**config.mk**
```make
export PLATFORM = sky130hd
export DESIGN_NAME = audio_window_level_stats_top_flat
export DESIGN_NICKNAME = d
export VERILOG_FILES = /design/src/rtl/awls_pkg.sv /design/src/rtl/awls_if.sv /design/src/rtl/awls_ctrl.sv /design/src/rtl/awls_dp.sv /design/src/rtl/audio_window_level_stats_top.sv /design/src/flat_wrapper.sv
export SDC_FILE = /design/constraint.sdc
export NUM_CORES = 2
export LEC_CHECK = 0
export BUFFER_PORTS_ARGS = -buffer_cell sky130_fd_sc_hd__clkbuf_2
export CELL_PAD_IN_SITES_DETAIL_PLACEMENT = 0
export CELL_PAD_IN_SITES_GLOBAL_PLACEMENT = 1
export CORE_ASPECT_RATIO = 1.2
export CORE_MARGIN = 2
export CORE_UTILIZATION = 55
export DETAILED_ROUTE_END_ITERATION = 7
export HOLD_SLACK_MARGIN = 0.08
export PLACE_DENSITY = 0.95
export SYNTH_ARGS = -nofsm -noshare
export SYNTH_HDL_FRONTEND = slang
export SYNTH_SLANG_ARGS = --single-unit
```
**constraint.sdc**
```tcl
create_clock -name clk -period 15.3 [get_ports clk]
set_clock_uncertainty 0.15 [all_clocks]
set_input_delay 0.765 -clock clk [delete_from_list [all_inputs] [get_ports clk]]
set_output_delay 0.765 -clock clk [all_outputs]
set_load 0.02 [all_outputs]
```
**src/rtl/awls_pkg.sv**
```systemverilog
`timescale 1ns / 1ps
// ----------------------------------------------------------------------------
// awls_pkg
// shared types and constants of the audio window level meter
// ----------------------------------------------------------------------------
package awls_pkg;

    localparam int SAMPLE_W  = 24;
    localparam int SUM_W     = 40;
    localparam int SQ_W      = 63;
    localparam int SQ_DIV_W  = 64;
    localparam int CNT_W     = 17;
    localparam int ROOT_ITER = 32;

    localparam logic [1:0] KIND_FINITE = 2'd0;
    localparam logic [1:0] KIND_NAN    = 2'd1;

    localparam logic [SAMPLE_W-1:0] ONE_Q20 = 24'd1048576;

    typedef struct packed {
        logic acc_step;
        logic start_div;
        logic div_step;
        logic start_root;
        logic root_step;
        logic load_out;
    } awls_cmd_t;

    typedef struct packed {
        logic div_done;
        logic root_done;
    } awls_stat_t;

endpackage

```
**src/rtl/awls_if.sv**
```systemverilog
`timescale 1ns / 1ps
// ----------------------------------------------------------------------------
// awls_in_if / awls_out_if
// valid-ready channels carrying one beat each
// ----------------------------------------------------------------------------
interface awls_in_if;
    logic        valid;
    logic        ready;
    logic [23:0] sample;
    logic [1:0]  sample_kind;
    logic        last_sample;
    modport source (output valid, sample, sample_kind, last_sample, input ready);
    modport sink   (input valid, sample, sample_kind, last_sample, output ready);
endinterface

interface awls_out_if;
    logic        valid;
    logic        ready;
    logic [23:0] peak_level;
    logic [23:0] dc_offset;
    logic [23:0] rms_level;
    logic [16:0] clipped_count;
    logic        saw_nan;
    logic        saw_infinite;
    logic        window_overflow;
    modport source (output valid, peak_level, dc_offset, rms_level, clipped_count,
                    saw_nan, saw_infinite, window_overflow, input ready);
    modport sink   (input valid, peak_level, dc_offset, rms_level, clipped_count,
                    saw_nan, saw_infinite, window_overflow, output ready);
endinterface

```
**src/rtl/awls_ctrl.sv**
```systemverilog
`timescale 1ns / 1ps
// ----------------------------------------------------------------------------
// awls_ctrl
// sequencer: accumulate, divide, root, hand result to output register
// ----------------------------------------------------------------------------
module awls_ctrl
    import awls_pkg::*;
(
    input  logic       clk,
    input  logic       rst_n,
    input  logic       in_valid,
    input  logic       in_last,
    output logic       in_ready,
    input  logic       out_busy,
    input  awls_stat_t stat,
    output awls_cmd_t  cmd
);

    localparam logic [2:0] ST_ACC  = 3'd0;
    localparam logic [2:0] ST_DIV  = 3'd1;
    localparam logic [2:0] ST_ROOT = 3'd2;
    localparam logic [2:0] ST_OUT  = 3'd3;
    localparam logic [2:0] ST_PREP = 3'd4;

    logic [2:0] state_reg, state_next;

    always_ff @(posedge clk or negedge rst_n)
    begin
        if (!rst_n)
            state_reg <= ST_ACC;
        else
            state_reg <= state_next;
    end

    always_comb
    begin
        state_next = state_reg;
        cmd        = '0;
        in_ready   = 1'b0;
        case (state_reg)
            ST_ACC:
            begin
                in_ready     = 1'b1;
                cmd.acc_step = in_valid;
                if (in_valid && in_last)
                    state_next = ST_PREP;
            end
            ST_PREP:
            begin
                cmd.start_div = 1'b1;
                state_next    = ST_DIV;
            end
            ST_DIV:
            begin
                cmd.div_step = 1'b1;
                if (stat.div_done)
                begin
                    cmd.div_step   = 1'b0;
                    cmd.start_root = 1'b1;
                    state_next     = ST_ROOT;
                end
            end
            ST_ROOT:
            begin
                cmd.root_step = 1'b1;
                if (stat.root_done)
                begin
                    cmd.root_step = 1'b0;
                    state_next    = ST_OUT;
                end
            end
            ST_OUT:
            begin
                if (!out_busy)
                begin
                    cmd.load_out = 1'b1;
                    state_next   = ST_ACC;
                end
            end
            default: state_next = ST_ACC;
        endcase
    end

    a_step_only_in_acc: assert property (@(posedge clk) disable iff (!rst_n)
        cmd.acc_step |-> state_reg == ST_ACC) else $error("acc outside acc");
    a_load_to_acc: assert property (@(posedge clk) disable iff (!rst_n)
        cmd.load_out |=> state_reg == ST_ACC) else $error("bad return");
    a_div_to_root: assert property (@(posedge clk) disable iff (!rst_n)
        cmd.start_root |=> state_reg == ST_ROOT) else $error("bad root start");

endmodule

```
**src/rtl/awls_dp.sv**
```systemverilog
`timescale 1ns / 1ps
// ----------------------------------------------------------------------------
// awls_dp
// accumulators, restoring divider and digit-by-digit square root
// ----------------------------------------------------------------------------
module awls_dp
    import awls_pkg::*;
#(
    parameter int MAX_WINDOW = 65536
)
(
    input  logic                clk,
    input  logic                rst_n,
    input  awls_cmd_t           cmd,
    output awls_stat_t          stat,
    input  logic [SAMPLE_W-1:0] sample,
    input  logic [1:0]          sample_kind,
    output logic [SAMPLE_W-1:0] peak_val,
    output logic [SAMPLE_W-1:0] dc_val,
    output logic [SAMPLE_W-1:0] rms_val,
    output logic [CNT_W-1:0]    clip_val,
    output logic                nan_val,
    output logic                inf_val,
    output logic                ovf_val
);

    localparam logic [CNT_W-1:0] MAX_CNT = CNT_W'(MAX_WINDOW);

    logic [SAMPLE_W-1:0] peak_reg;
    logic [SUM_W-1:0]    sum_reg;
    logic [SQ_W-1:0]     sq_reg;
    logic [CNT_W-1:0]    clip_reg;
    logic [CNT_W-1:0]    total_reg;
    logic                nan_reg, inf_reg, ovf_reg;

    logic signed [SAMPLE_W:0] s_ext;
    logic [SAMPLE_W-1:0]      mag;
    logic [2*SAMPLE_W-1:0]    mag_sq;

    assign s_ext  = {sample[SAMPLE_W-1], sample};
    assign mag    = sample[SAMPLE_W-1] ? SAMPLE_W'(-s_ext) : sample;
    assign mag_sq = mag * mag;

    always_ff @(posedge clk or negedge rst_n)
    begin
        if (!rst_n)
        begin
            peak_reg  <= '0;
            sum_reg   <= '0;
            sq_reg    <= '0;
            clip_reg  <= '0;
            total_reg <= '0;
            nan_reg   <= 1'b0;
            inf_reg   <= 1'b0;
            ovf_reg   <= 1'b0;
        end
        else if (cmd.load_out)
        begin
            peak_reg  <= '0;
            sum_reg   <= '0;
            sq_reg    <= '0;
            clip_reg  <= '0;
            total_reg <= '0;
            nan_reg   <= 1'b0;
            inf_reg   <= 1'b0;
            ovf_reg   <= 1'b0;
        end
        else if (cmd.acc_step)
        begin
            if (total_reg >= MAX_CNT)
                ovf_reg <= 1'b1;
            else
            begin
                total_reg <= total_reg + 1'b1;
                if (sample_kind == KIND_NAN)
                    nan_reg <= 1'b1;
                else if (sample_kind != KIND_FINITE)
                    inf_reg <= 1'b1;
                else
                begin
                    if (mag > peak_reg)
                        peak_reg <= mag;
                    if (mag > ONE_Q20)
                        clip_reg <= clip_reg + 1'b1;
                    sum_reg <= sum_reg + SUM_W'(signed'(s_ext));
                    sq_reg  <= sq_reg + SQ_W'(mag_sq);
                end
            end
        end
    end

    // restoring dividers for |sum| and sumsq by total, sharing one step counter, one bit per cycle
    logic [SQ_DIV_W-1:0] sq_q_reg;
    logic [CNT_W:0]      sq_r_reg;
    logic [SUM_W-1:0]    sm_q_reg;
    logic [CNT_W:0]      sm_r_reg;
    logic                sm_neg_reg;
    logic [6:0]          div_cnt_reg;
    logic [CNT_W+1:0]    sq_try, sm_try;
    logic [CNT_W+1:0]    sq_sh, sm_sh;
    logic [SUM_W-1:0]    sum_abs;

    assign sum_abs = sum_reg[SUM_W-1] ? -sum_reg : sum_reg;
    assign sq_sh   = {sq_r_reg, sq_q_reg[SQ_DIV_W-1]};
    assign sm_sh   = {sm_r_reg, sm_q_reg[SUM_W-1]};
    assign sq_try  = sq_sh - {1'b0, total_reg};
    assign sm_try  = sm_sh - {1'b0, total_reg};

    always_ff @(posedge clk)
    begin
        if (cmd.start_div)
        begin
            sq_q_reg    <= {1'b0, sq_reg};
            sq_r_reg    <= '0;
            sm_q_reg    <= sum_abs;
            sm_r_reg    <= '0;
            sm_neg_reg  <= sum_reg[SUM_W-1];
            div_cnt_reg <= '0;
        end
        else if (cmd.div_step)
        begin
            div_cnt_reg <= div_cnt_reg + 1'b1;
            if (!sq_try[CNT_W+1])
                {sq_r_reg, sq_q_reg} <= {sq_try[CNT_W:0], sq_q_reg[SQ_DIV_W-2:0], 1'b1};
            else
                {sq_r_reg, sq_q_reg} <= {sq_sh[CNT_W:0], sq_q_reg[SQ_DIV_W-2:0], 1'b0};
            if (div_cnt_reg < 7'(SUM_W))
            begin
                if (!sm_try[CNT_W+1])
                    {sm_r_reg, sm_q_reg} <= {sm_try[CNT_W:0], sm_q_reg[SUM_W-2:0], 1'b1};
                else
                    {sm_r_reg, sm_q_reg} <= {sm_sh[CNT_W:0], sm_q_reg[SUM_W-2:0], 1'b0};
            end
        end
    end

    assign stat.div_done = (div_cnt_reg == 7'(SQ_DIV_W));

    // integer square root, two radicand bits per cycle
    logic [SQ_DIV_W-1:0] rad_reg;
    logic [SQ_DIV_W/2+1:0] rem_reg;
    logic [SQ_DIV_W/2-1:0] root_reg;
    logic [5:0]          rt_cnt_reg;
    logic [SQ_DIV_W/2+1:0] rem_sh, rt_try;

    assign rem_sh = {rem_reg[SQ_DIV_W/2-1:0], rad_reg[SQ_DIV_W-1 -: 2]};
    assign rt_try = rem_sh - {root_reg, 2'b01};

    always_ff @(posedge clk)
    begin
        if (cmd.start_root)
        begin
            rad_reg    <= sq_q_reg;
            rem_reg    <= '0;
            root_reg   <= '0;
            rt_cnt_reg <= '0;
        end
        else if (cmd.root_step)
        begin
            rt_cnt_reg <= rt_cnt_reg + 1'b1;
            rad_reg    <= {rad_reg[SQ_DIV_W-3:0], 2'b00};
            if (rem_sh >= {root_reg, 2'b01})
            begin
                rem_reg  <= rt_try;
                root_reg <= {root_reg[SQ_DIV_W/2-2:0], 1'b1};
            end
            else
            begin
                rem_reg  <= rem_sh;
                root_reg <= {root_reg[SQ_DIV_W/2-2:0], 1'b0};
            end
        end
    end

    assign stat.root_done = (rt_cnt_reg == 6'(ROOT_ITER));

    logic [SUM_W-1:0] dc_full;
    assign dc_full  = sm_neg_reg ? -sm_q_reg : sm_q_reg;
    assign dc_val   = dc_full[SAMPLE_W-1:0];
    assign rms_val  = root_reg[SAMPLE_W-1:0];
    assign peak_val = peak_reg;
    assign clip_val = clip_reg;
    assign nan_val  = nan_reg;
    assign inf_val  = inf_reg;
    assign ovf_val  = ovf_reg;

    a_total_bound: assert property (@(posedge clk) disable iff (!rst_n)
        total_reg <= MAX_CNT) else $error("count past window");
    a_clip_bound: assert property (@(posedge clk) disable iff (!rst_n)
        clip_reg <= total_reg) else $error("clip past count");
    a_ovf_full: assert property (@(posedge clk) disable iff (!rst_n)
        ovf_reg |-> total_reg == MAX_CNT) else $error("overflow early");

endmodule

```
**src/rtl/audio_window_level_stats_top.sv**
```systemverilog
`timescale 1ns / 1ps
// ----------------------------------------------------------------------------
// audio_window_level_stats_top
// peak, dc offset, rms and clip meter over a window of Q3.20 samples
// ----------------------------------------------------------------------------
// Samples are taken one per cycle while a window is open. After the beat
// marked last the block latches the totals, runs a bit-serial divider (sum
// and sum of squares by sample count together) and a square root, then
// loads the output register; input is held off until that load, which
// waits further while an earlier result still sits unread. A result
// waiting in the output register does not stall the next window's
// accumulation, only its end.
module audio_window_level_stats_top
    import awls_pkg::*;
#(
    parameter int MAX_WINDOW = 65536
)
(
    input  logic       clk,
    input  logic       rst_n,
    awls_in_if.sink    in_ch,
    awls_out_if.source out_ch
);

    awls_cmd_t  cmd;
    awls_stat_t stat;
    logic       out_valid_reg;
    logic [SAMPLE_W-1:0] peak_val, dc_val, rms_val;
    logic [CNT_W-1:0]    clip_val;
    logic                nan_val, inf_val, ovf_val;

    awls_ctrl u_ctrl (
        .clk      (clk),
        .rst_n    (rst_n),
        .in_valid (in_ch.valid),
        .in_last  (in_ch.last_sample),
        .in_ready (in_ch.ready),
        .out_busy (out_valid_reg && !out_ch.ready),
        .stat     (stat),
        .cmd      (cmd)
    );

    awls_dp #(.MAX_WINDOW(MAX_WINDOW)) u_dp (
        .clk         (clk),
        .rst_n       (rst_n),
        .cmd         (cmd),
        .stat        (stat),
        .sample      (in_ch.sample),
        .sample_kind (in_ch.sample_kind),
        .peak_val    (peak_val),
        .dc_val      (dc_val),
        .rms_val     (rms_val),
        .clip_val    (clip_val),
        .nan_val     (nan_val),
        .inf_val     (inf_val),
        .ovf_val     (ovf_val)
    );

    always_ff @(posedge clk or negedge rst_n)
    begin
        if (!rst_n)
            out_valid_reg <= 1'b0;
        else if (cmd.load_out)
            out_valid_reg <= 1'b1;
        else if (out_ch.ready)
            out_valid_reg <= 1'b0;
    end

    always_ff @(posedge clk)
    begin
        if (cmd.load_out)
        begin
            out_ch.peak_level      <= peak_val;
            out_ch.dc_offset       <= dc_val;
            out_ch.rms_level       <= rms_val;
            out_ch.clipped_count   <= clip_val;
            out_ch.saw_nan         <= nan_val;
            out_ch.saw_infinite    <= inf_val;
            out_ch.window_overflow <= ovf_val;
        end
    end

    assign out_ch.valid = out_valid_reg;

    a_no_overwrite: assert property (@(posedge clk) disable iff (!rst_n)
        cmd.load_out |-> !(out_valid_reg && !out_ch.ready)) else $error("result lost");
    a_load_sets_valid: assert property (@(posedge clk) disable iff (!rst_n)
        cmd.load_out |=> out_valid_reg) else $error("valid missing");
    a_no_take_busy: assert property (@(posedge clk) disable iff (!rst_n)
        cmd.div_step |-> !in_ch.ready) else $error("input during divide");

endmodule
```
**src/flat_wrapper.sv**
```systemverilog
// flat-port wrapper written by rule: the top's interface ports become plain ports
module audio_window_level_stats_top_flat import awls_pkg::*;
#(
    parameter int MAX_WINDOW = 65536
)
  (clk, rst_n, in_ch_valid, in_ch_sample, in_ch_sample_kind, in_ch_last_sample, in_ch_ready, out_ch_valid, out_ch_peak_level, out_ch_dc_offset, out_ch_rms_level, out_ch_clipped_count, out_ch_saw_nan, out_ch_saw_infinite, out_ch_window_overflow, out_ch_ready);
  awls_in_if in_ch_i ();
  awls_out_if out_ch_i ();
  input  logic clk;
  input  logic rst_n;
  input wire logic [$bits(in_ch_i.valid)-1:0] in_ch_valid;
  input wire logic [$bits(in_ch_i.sample)-1:0] in_ch_sample;
  input wire logic [$bits(in_ch_i.sample_kind)-1:0] in_ch_sample_kind;
  input wire logic [$bits(in_ch_i.last_sample)-1:0] in_ch_last_sample;
  output wire logic [$bits(in_ch_i.ready)-1:0] in_ch_ready;
  output wire logic [$bits(out_ch_i.valid)-1:0] out_ch_valid;
  output wire logic [$bits(out_ch_i.peak_level)-1:0] out_ch_peak_level;
  output wire logic [$bits(out_ch_i.dc_offset)-1:0] out_ch_dc_offset;
  output wire logic [$bits(out_ch_i.rms_level)-1:0] out_ch_rms_level;
  output wire logic [$bits(out_ch_i.clipped_count)-1:0] out_ch_clipped_count;
  output wire logic [$bits(out_ch_i.saw_nan)-1:0] out_ch_saw_nan;
  output wire logic [$bits(out_ch_i.saw_infinite)-1:0] out_ch_saw_infinite;
  output wire logic [$bits(out_ch_i.window_overflow)-1:0] out_ch_window_overflow;
  input wire logic [$bits(out_ch_i.ready)-1:0] out_ch_ready;
  assign in_ch_i.valid = in_ch_valid;
  assign in_ch_i.sample = in_ch_sample;
  assign in_ch_i.sample_kind = in_ch_sample_kind;
  assign in_ch_i.last_sample = in_ch_last_sample;
  assign in_ch_ready = in_ch_i.ready;
  assign out_ch_valid = out_ch_i.valid;
  assign out_ch_peak_level = out_ch_i.peak_level;
  assign out_ch_dc_offset = out_ch_i.dc_offset;
  assign out_ch_rms_level = out_ch_i.rms_level;
  assign out_ch_clipped_count = out_ch_i.clipped_count;
  assign out_ch_saw_nan = out_ch_i.saw_nan;
  assign out_ch_saw_infinite = out_ch_i.saw_infinite;
  assign out_ch_window_overflow = out_ch_i.window_overflow;
  assign out_ch_i.ready = out_ch_ready;
  audio_window_level_stats_top #(.MAX_WINDOW(MAX_WINDOW)) u_core (.clk(clk), .rst_n(rst_n), .in_ch(in_ch_i), .out_ch(out_ch_i));
endmodule
```
## After elaboration in Yosys (flattened, before gate mapping)

Cells that the tools add are included.

- Input port bits: 31
- Register bits after elaboration: 542
- Logic and storage cells: 154

- $lt $le $gt $ge: 5
- Reductions and logical operators: 25
- $mul: 1
- Mux-type cells: 69
- $add $sub $neg: 12
- Eq/ne operators: 14

Operators with widths:

| cell | number |
|---|---|
| $mux 63 | 7 |
| $mux 40 | 9 |
| $mux 24 | 8 |
| $mux 17 | 9 |
| $mux 64 | 2 |
| $add 63x48->63 | 1 |
| $mul 24x24->48 | 1 |
| $neg 24->24 | 2 |
| $add 40x40->40 | 1 |
| $neg 40->40 | 1 |
| $sub 19x17->19 | 2 |
| $mux 18 | 2 |
| $add 17x1->17 const B | 2 |
| $ge 34x34->1 | 1 |
| $mux 32 | 1 |
| $sub 32x32->32 | 1 |
| $gt 24x21->1 const B | 1 |
| $gt 24x24->1 | 1 |
| $mux 1 | 24 |
| $reduce_bool 2->1 | 11 |
| $ge 17x17->1 const B | 1 |
| $pmux 3 s5 | 1 |
| $mux 3 | 4 |
| $reduce_and 4->1 | 3 |
| other kinds (18) | 30 |

## Depth between registers and ports, before layout

- Word-level depth: 9
- Mapped depth: 38
- Depth with buffers taken out: 35

## Cells and area by module

A second synthesis with hierarchy kept.

- Cells, all modules: 4975
- Area total of the unflattened synthesis: 47742.0 µm²

By module, submodules not included:

| module | cells each | seq. area each (µm²) | area an instance (µm²) | instances |
|---|---|---|---|---|
| awls_dp | 4858 | 11431.0 | 44727.9 | 1 |
| audio_window_level_stats_top | 95 | 2787.7 | 2807.7 | 1 |
| awls_ctrl | 22 | 75.1 | 206.4 | 1 |

## Worst setup path before layout

OpenSTA, ideal clock, no wires.

- Kind: input to register
- Start point: input in_ch_sample[0]
- End point: register u_core.u_dp.sq_reg[52]
- Stages on the path: 33
- Path buffers: 2
- Setup slack: 4.985 ns
- Arrival: 9.894 ns
- Cell sequence: inv_1 > clkbuf_1 > ha_1 > or4b_1 > or3_1 > nor3_1 > a21oi_1 > xnor2_1 > inv_1 > nand2_1 > clkbuf_1 > inv_1 > fa_1 > fa_1 > fa_1 > fa_1 > fa_1 > fa_1 > inv_1 > fa_1 > inv_1 > ha_1 > a21o_1 > a21oi_1 > nor2b_1 > a311oi_1 > o22ai_1 > or3_1 > a221o_1 > a211o_1 > nand3_1 > xor2_1 > nor2_1

- Word-level cells in the longest chain between the ends: 9

RTL lines:

| element | line | RTL |
|---|---|---|
| from (decl) | flat_wrapper.sv:12 | `input wire logic [$bits(in_ch_i.sample)-1:0] in_ch_sample;` |
| $neg 24->24 | awls_dp.sv:41 | `assign mag = sample[SAMPLE_W-1] ? SAMPLE_W'(-s_ext) : sample;` |
| $mux 24 * | awls_dp.sv:41 |  |
| $mul 24x24->48 * | awls_dp.sv:42 | `assign mag_sq = mag * mag;` |
| $add 63x48->63 * | awls_dp.sv:86 | `sq_reg <= sq_reg + SQ_W'(mag_sq);` |
| $mux 63 * | awls_dp.sv:77 | `else if (sample_kind != KIND_FINITE)` |
| $mux 63 * | awls_dp.sv:75 | `if (sample_kind == KIND_NAN)` |
| $mux 63 * | awls_dp.sv:70 | `if (total_reg >= MAX_CNT)` |
| $mux 63 * | awls_dp.sv:68 | `else if (cmd.acc_step)` |
| $mux 63 * | awls_dp.sv:57 | `else if (cmd.load_out)` |
| to (signal assigned) | awls_dp.sv:86 |  |
| to (decl) | awls_dp.sv:31 | `logic [SQ_W-1:0] sq_reg;` |

Mark *: on every way between the ends. The rest lies on a longest branch, timed or not. The select of a mux whose other input is x is not followed.
A chain may end at the register's enable or synchronous reset.

## Worst setup path after layout

- Start point: input in_ch_sample[0]
- End point: register u_core.u_dp.sq_reg[46]

The elaborated chain is that of the path after synthesis.

==> qor.log <==
qor: logic_synthesis.synth_enable_flop_cells 260
qor: logic_synthesis.yosysSeqAreaShare 31.0%
qor: die.ioPinCount 125
qor: place.numPortBuffers 124
qor: drt.num_vias 34500
qor: global_route.largest_net_degree_at_the_start_of_global_routing 102
qor: logic_synthesis.ys_top_cells_by_area sky130_fd_sc_hd__fa_1 21%, sky130_fd_sc_hd__edfxtp_1 17%, sky130_fd_sc_hd__dfrtp_1 9.1%
qor: timing.tightestPinTransition 1220 ps
qor: global_route.number_of_antenna_violations_at_the_first_check_in_global_routing 1
qor: drt.drt-initial-drc-count 2319
qor: global_route.grt_pass1_vias 35500
qor: logic_synthesis.ys_seq_elements 542
qor: place.place.detailed.instances 6105
qor: clock_tree.cts.clk_slew.worst_paths 60 ps
qor: min_path.hold_path_class input pin to asynchronous set/reset pin
qor: setup_path.cpLargestDelayFamily adder cells
qor: setup_path.arrival_time_reported_for_the_critical_path_endpoint 11740 ps
qor: layout.final_cells 6215
qor: timing.max-slew-margin-rel 18.9%
qor: clock_tree.ctsLongestPathBuffers 3
qor: clock_tree.clkLatencyLatePin 650 ps
qor: logic_synthesis.synth-async-reset-ratio 31.0%
qor: setup_path.cp_num_buf_inv 8
qor: die.core 83200 um^2
qor: timing.setup_viol 0
qor: die.std_cell_rows 116
qor: layout.final_core_utilization 60.0%
qor: flow_run.max_cap_viol_count 0
qor: timing.grt_setup_unrepaired false
qor: drt.antenna_left 0
qor: setup_path.critical_setup_path_class input pin to register
qor: die.die_width 268 um
qor: setup_path.setup.worst_path.end_class register
qor: drt.aggregate_routed_wire_length 113000 um
qor: setup_path.critPathMaxStageDelay 860 ps
qor: logic_synthesis.syn-instance-count 4978
qor: die.initial_core_utilization 55.4%
qor: drt.drt_first_pass_iters 6
qor: setup_path.worst-path-max-fanout 17
qor: drt.vias_per_cell 5.55
qor: logic_synthesis.synthesis.area_per_instance 9.26 um^2
qor: clock_tree.post-cts-setup-buffers 0
qor: layout.layout.nets 5871
qor: clock_tree.cts_htree_levels 2
qor: layout.area_growth_from_synthesis_to_final_layout 8.32%
qor: timing.setup_tns 0 ps
qor: drt.drc_errors 0
qor: place.place.gp.congestion 0.951
qor: clock_tree.clock_tree.root_cell sky130_fd_sc_hd__clkbuf_16
qor: setup_path.setup.worst_path.start_class input pin
qor: timing.min_period 11410 ps
qor: setup_path.required_time_of_the_worst_setup_path 15630 ps
qor: logic_synthesis.synth_top_cell_area_share 20.8%
qor: logic_synthesis.most_used_dff_post_synth sky130_fd_sc_hd__edfxtp_1
qor: logic_synthesis.synthDistinctLibCells 81
qor: clock_tree.cts_repair_resize_count 0
qor: place.dp_hpwl 85200 um
qor: drt.post_drt_wl_per_cell 18.3 um
qor: logic_synthesis.yosysMostFrequentCell sky130_fd_sc_hd__inv_1
qor: logic_synthesis.commonest_cells_post_synth 798 x sky130_fd_sc_hd__inv_1, 755 x sky130_fd_sc_hd__nand2_1, 479 x sky130_fd_sc_hd__fa_1, 353 x sky130_fd_sc_hd__o21ai_0, 316 x sky130_fd_sc_hd__ha_1
qor: logic_synthesis.yosys_warnings 0
qor: die.floorplan.die_area 86200 um^2
qor: logic_synthesis.synth.cell_area 46100 um^2
qor: setup_path.crit_path_top_delay_cell sky130_fd_sc_hd__o21ai_0
qor: global_route.grt-ovfl-total 0
qor: layout.antenna_cells 0
qor: clock_tree.clkSinkCount 542
qor: status.status finished clean
qor: timing.maxClockFrequency 87.7 MHz
qor: timing.finalCritPeriodShare 74.6%
qor: layout.final_layout_size_suffix_gt1_share 6.60%
qor: global_route.grt_pass1_wl 185000 um
qor: clock_tree.post_cts_hold_buffer_count 0
qor: layout.final.fill_count 7124
qor: die.die_h 321 um
qor: timing.hold_viol 0
qor: setup_path.critPathMostFrequentCell sky130_fd_sc_hd__fa_1
qor: clock_tree.tritoncts built
qor: clock_tree.clock_buffers_created_by_tritoncts 59
qor: timing.timing_max_transition_violations_final 0
qor: logic_synthesis.synth_area_leader_cell sky130_fd_sc_hd__fa_1
qor: global_route.grt_usage 27.1%
## metrics by stage
stage	hold slack, ps	cell area [um^2]	setup WS [ps]
2_1_floorplan	258	46200	4990
3_3_place_gp	290	48000	3660
3_5_place_dp	285	48000	3480
4_1_cts	92.6	49900	4140
5_1_grt	137	49900	3520
6_report	79.6	49900	3890
## layout by cell type (no fill, tap or decap), types with 8 or more instances in the layout
cell and n:
sky130_fd_sc_hd__nand3_1 210, sky130_fd_sc_hd__nand2b_1 30, sky130_fd_sc_hd__nand4_1 41, sky130_fd_sc_hd__nor2_1 264, sky130_fd_sc_hd__o21ai_0 353, sky130_fd_sc_hd__clkbuf_2 123
sky130_fd_sc_hd__a211oi_1 12, sky130_fd_sc_hd__xor2_1 126, sky130_fd_sc_hd__or4_1 11, sky130_fd_sc_hd__clkbuf_16 60, sky130_fd_sc_hd__fa_1 479, sky130_fd_sc_hd__a31oi_1 20
sky130_fd_sc_hd__xnor2_1 118, sky130_fd_sc_hd__o21a_1 28, sky130_fd_sc_hd__nand2_1 754, sky130_fd_sc_hd__dfxtp_1 114, sky130_fd_sc_hd__conb_1 20, sky130_fd_sc_hd__dfrtp_1 168
sky130_fd_sc_hd__o21bai_1 20, sky130_fd_sc_hd__clkbuf_1 13, sky130_fd_sc_hd__o41ai_1 18, sky130_fd_sc_hd__ha_1 316, sky130_fd_sc_hd__a21oi_1 151, sky130_fd_sc_hd__nor3_1 33
sky130_fd_sc_hd__o31ai_1 36, sky130_fd_sc_hd__clkinv_1 11, sky130_fd_sc_hd__a21o_1 96, sky130_fd_sc_hd__buf_4 55, sky130_fd_sc_hd__or3_1 26, sky130_fd_sc_hd__edfxtp_1 260
sky130_fd_sc_hd__or2_2 17, sky130_fd_sc_hd__nor2b_1 24, sky130_fd_sc_hd__nor4_1 12, sky130_fd_sc_hd__inv_1 794, sky130_fd_sc_hd__o211ai_1 10, sky130_fd_sc_hd__inv_6 8
sky130_fd_sc_hd__and2_1 13, sky130_fd_sc_hd__and3_1 33, sky130_fd_sc_hd__mux2i_1 57
## worst reg2reg max path, delay by kind of cell, from the launching register on
family,cells,cell delay (ps)
XOR/XNOR,1,170
adder cells (fa/ha/maj),5,2390
buffers and inverters,2,110
AND/OR/NAND/NOR,2,320
flip-flops,1,450
AO/OA/AOI/OAI,8,2900
## cell families after synthesis
kind of cell / Yosys count / synth area share (%)
fa+ha+maj: 795 / 29.4
flops: 542 / 31.0
simple gates: 1510 / 14.5
mux: 58 / 1.26
compound gates: 818 / 10.8
buf+inv: 998 / 8.15
other cells: 2 / 0.0163
xor+xnor: 255 / 4.88
## metal layers
metal	global-route usage, %	vias up	part of all wire, %
li1	-	16400	-
met1	34.7	16700	41
met2	46.0	1074	48
met3	3.74	305	5.9
met4	11.2	2	4.6
met5	0	-	0.011
## layout make-up
type	count	area [um^2]	share of cell area, %
inverter	807	3030	6.08
timing repair buffer	179	1040	2.09
clock buffer	74	1560	3.13
multi-input combinational	3456	28200	56.6
sequential	542	14300	28.6
tap	1121	1400	2.81
clock inverter	36	358	0.717
## final timing paths
check,startpoint,endpoint,slack (ps),cells after the start
setup / recovery,in_ch_sample[0],u_core.u_dp.sq_reg[46],3890,32
hold / removal,rst_n,u_core.u_dp.nan_val,80,1
setup reg to reg,u_core.u_dp.sq_reg[15],u_core.u_dp.sq_reg[46],8650,18
hold reg to reg,u_core.u_dp.root_reg[3],u_core.out_ch.rms_level[3],310,0
max in group asynchronous,rst_n,u_core.u_dp.peak_val[7],13280,2
min in group clk,in_ch_sample_kind[0],u_core.u_dp.nan_val,270,3
Power is left out: the tool's default activity adds up to more than one toggle a clock period on the data nets, which glitch-free logic cannot reach.
